$ cat src/rtl/vdt_pkg.sv
// vdt_pkg: sizes, word types and control structs for the vertex dedup table.
// No dependencies; used by all files of the block but vdt_ram and the macros.
`default_nettype none

package vdt_pkg;

  localparam int MAX_NODES    = 1024;
  localparam int ADDR_W       = $clog2(MAX_NODES);
  localparam int CNT_W        = $clog2(MAX_NODES + 1);
  localparam int COORD_W      = 32;
  localparam int TOL_W        = 21;
  localparam int NODE_INDEX_W = 10;
  localparam int NODE_COUNT_W = 11;
  localparam int ENTRY_W      = 3 * COORD_W;

  localparam logic [TOL_W-1:0] TOL_RESET = 21'd105;

  typedef enum logic [1:0] {
    STATUS_MATCH = 2'd0,
    STATUS_NEW   = 2'd1,
    STATUS_FULL  = 2'd2
  } status_t;

  typedef struct packed {
    logic                       restart;
    logic signed [COORD_W-1:0]  x_coord;
    logic signed [COORD_W-1:0]  y_coord;
    logic signed [COORD_W-1:0]  z_coord;
  } vertex_t;

  typedef struct packed {
    logic [NODE_INDEX_W-1:0] node_index;
    status_t                 status;
    logic [NODE_COUNT_W-1:0] node_count;
  } result_t;

  // Commands from the controller to the datapath.
  typedef struct packed {
    logic load;
    logic scan;
    logic take_hit;
    logic take_miss;
    logic publish;
  } ctrl_cmd_t;

  // Status from the datapath to the controller.
  typedef struct packed {
    logic hit;
    logic exhausted;
    logic out_busy;
  } dp_status_t;

endpackage

`default_nettype wire

$ cat src/rtl/vdt_ctrl.sv
// vdt_ctrl: sequencer for the vertex dedup table (accept, scan, deliver).
// Depends on vdt_pkg for the command and status structs.
`default_nettype none

module vdt_ctrl (
  input  wire logic                clk,
  input  wire logic                rst,
  input  wire logic                vertex_valid,
  output logic                     vertex_ready,
  input  wire vdt_pkg::dp_status_t sts,
  output vdt_pkg::ctrl_cmd_t       cmd
);

  typedef enum logic [2:0] {
    ST_IDLE = 3'b001,
    ST_SCAN = 3'b010,
    ST_DONE = 3'b100
  } state_t;

  state_t state;
  state_t state_next;

  always_ff @(posedge clk) begin
    if (rst) begin
      state <= ST_IDLE;
    end else begin
      state <= state_next;
    end
  end

  always_comb begin
    state_next   = state;
    cmd          = '0;
    vertex_ready = 1'b0;
    unique case (state)
      ST_IDLE: begin
        vertex_ready = 1'b1;
        if (vertex_valid) begin
          cmd.load   = 1'b1;
          state_next = ST_SCAN;
        end
      end
      ST_SCAN: begin
        cmd.scan = 1'b1;
        if (sts.hit) begin
          cmd.take_hit = 1'b1;
          state_next   = ST_DONE;
        end else if (sts.exhausted) begin
          cmd.take_miss = 1'b1;
          state_next    = ST_DONE;
        end
      end
      ST_DONE: begin
        // hold until the output register is free
        if (!sts.out_busy) begin
          cmd.publish = 1'b1;
          state_next  = ST_IDLE;
        end
      end
      default: begin
        state_next = ST_IDLE;
      end
    endcase
  end

endmodule

`default_nettype wire

$ cat config.mk
export PLATFORM = sky130hd
export DESIGN_NAME = vdt_ctrl
export DESIGN_NICKNAME = d
export VERILOG_FILES = /design/src/rtl/vdt_pkg.sv /design/src/rtl/vdt_ctrl.sv
export SDC_FILE = /design/constraint.sdc
export NUM_CORES = 1
export LEC_CHECK = 0
export BUFFER_PORTS_ARGS = -buffer_cell sky130_fd_sc_hd__buf_2
export CAP_MARGIN = 20
export CORE_AREA = 2 2 39 41
export DETAILED_ROUTE_END_ITERATION = 6
export DIE_AREA = 0 0 41 43
export PLACE_DENSITY_LB_ADDON = 0.12
export SLEW_MARGIN = 20
export SYNTH_ARGS = -nofsm -noshare
export SYNTH_HDL_FRONTEND = slang
export SYNTH_SLANG_ARGS = --single-unit
$ cat constraint.sdc
create_clock -name clk -period 1.2 [get_ports clk]
set_clock_uncertainty 0.1 [all_clocks]
set_input_delay 0.06 -clock clk [delete_from_list [all_inputs] [get_ports clk]]
set_output_delay 0.06 -clock clk [all_outputs]
set_load 0.05 [all_outputs]
==> reports/metrics.cfg <==
[final_layout]
final_cell_mix = buf_2 (5), buf_6 (4), clkbuf_4 (3), buf_8 (3), buf_4 (3)
regArea_um2 = 68.8
fillers = 148
multi_input_area_um2 = 169
final_util_pct = 32.9
regMostFlops = state
antennaDiodeCount = 0
area_growth_pct = 123
final_nets = 47
largestRegisters = state x3
drive_gt1_share_pct = 77.5
final_common_cell = buf_2
largest_reg_flops = 3

[worst_setup_path]
crit_path_start_kind = register
r2r_start = state[2]
worst_setup_path_end_kind = output port
cp.required_ns = 1.04
crit_arrival_ns = 1.19
critPathKind = register to output port
cp-startpoint = state[0]
crit_path_max_fanout = 5
ff2ff_setup_slack_ns = 0.03

[sta]
finalWorstSetupSlack_ns = -0.152
timing.final.max_slew_violations = 0
rsz0062_at_grt = yes
setup_violations = 5
tightest_slew_ns = 0.213
max_freq_mhz = 740
hold_viol_final = 0
fin_crit_ns = 1.35
min_period_over_period_pct = 113
max_slew_margin_pct = 85.7

[global_route]
grt_max_degree = 6
track_usage_pct = 8.03
grt-ovfl-total = 0
antenna_found_initial = 0
grt_pass1_wl_um = 890
grt_pass1_vias = 212

[clock_tree]
htree_levels = 1
cts.reportedPaths.clkPinSlew_ns = 0.04
cts_inserted_buffers = 3
tritoncts = yes
cts.sinks = 3
root_buffer = clkbuf_4
cts_max_path_buffers = 2
clk_latency_ns = 0.23

[yosys]
synth.avg_cell_area_um2 = 10.2
yosys_warnings = 0
syn-cell-area_um2 = 204
synth-seq-cells = 3
synth_fp_nets = 26
synthCells = 20
seq_area_frac_synth_pct = 29.4
synth.distinct_cells = 16

[run_status]
violations = negative setup slack
outcome = complete, but fails checks

[die]
design.core.area_mm2 = 0.00138
die_y_um = 43
die-area_mm2 = 0.00176
ios = 12
num_rows = 14
initial_core_util_pct = 14.7
dieWidth_um = 41

[detailed_routing]
vias = 234
drt_iter0_markers = 1
dr.pass1.iters = 2
routed_via_density = 4.18
wl_per_cell_um = 10.8
postRouteAntennaNets = 0
drt_wl_total_um = 606
drc = 0

[placed_design]
hpwl_um = 440
preCtsSetupSlack_ns = -0.0577
place_congestion = 0.696
portBuffers = 11

[power]
p_leak_nw = 0.183
ir_drop_mv = 0.462
powerDensity_mw_per_mm2 = 969

[min_path]
hold_path.startpoint = vertex_valid
hold_class = input port to register

[flow_run]
cap_violations = 0

[routing by layer]
metal | GRT usage [%] | share of wire (%) | up-vias
met4 | 6.00 | 2.5 | 0
met5 | 0 | 0 | -
li1 | - | - | 116
met3 | 3.14 | 6.4 | 2
met2 | 12.8 | 53 | 10
met1 | 7.72 | 38 | 106
[final timing paths]
kind                                 end  depth (start not counted)
worst max-delay path              cmd[1]                          3
worst min-delay path            state[0]                          3
worst max register to register  state[2]                          4
worst min register to register  state[1]                          1
[final cells by class]
class / count / share of cell area [%]
sequential: 3 / 15.1
tap: 16 / 4.40
inverter: 1 / 0.824
multi-input combinational: 15 / 37.1
clock buffer: 4 / 5.77
timing repair buffer: 17 / 36.8
[kinds of logic (layout without fill, tap and decap cells)]
logic type	count (synthesis)	count (layout)	synth area share (%)
compound gates	5	5	19.0
buf+inv	2	22	7.36
flops	3	3	29.4
simple gates	10	10	44.2
[where the power goes]
group          switching (mW)  internal (mW)  total (mW)
combinational          0.0701         0.0756       0.146
clock                  0.0532          0.125       0.178
sequential             0.0123          0.105       0.117
total                   0.136          0.305       0.441
[cell usage after synthesis]
library cell / count / area (µm²)
and2_1: 1 / 6.26
a31oi_1: 1 / 6.26
and2_4: 1 / 8.76
nor2_1: 1 / 3.75
nor4b_1: 2 / 17.5
nor3_1: 1 / 5.00
nand3b_1: 1 / 7.51
inv_1: 1 / 3.75
o21bai_1: 2 / 15.0
nor3b_2: 1 / 12.5
dfxtp_1: 3 / 60.1
a211oi_2: 1 / 12.5
a21oi_1: 1 / 5.00
buf_6: 1 / 11.3
nor4b_2: 1 / 15.0
nand2b_4: 1 / 13.8
[critical path: stages (launching register included)]
cell     delay, ns
dfxtp_4       0.36
buf_12        0.13
nor4b_4       0.27
buf_6         0.19
[through the flow]
stage | area (µm²) | hold WS, ns | power (mW) | cells | TNS (ns)
final | 455 | 0.0677 | 0.441 | 56 | -0.549
after global routing | 455 | 0.0676 | 0.470 | 56 | -0.830
after CTS | 428 | 0.0571 | 0.437 | 55 | -0.561
after detailed placement | 335 | 0.154 | 0.229 | 49 | -0.0755
after global placement | 335 | 0.159 | 0.228 | 49 | -0.0222
after floorplan | 236 | 0.0246 | 0.192 | 20 | -1.57
[repair_timing]
action	4_1_cts	5_1_grt
gates resized for setup	17	4
hold endpoints to repair	3	0
pin swaps	2	2
buffers inserted	1	1
setup endpoints to repair	6	7
hold buffers	1	0
Note: power is estimated with default switching activity, not from simulation.
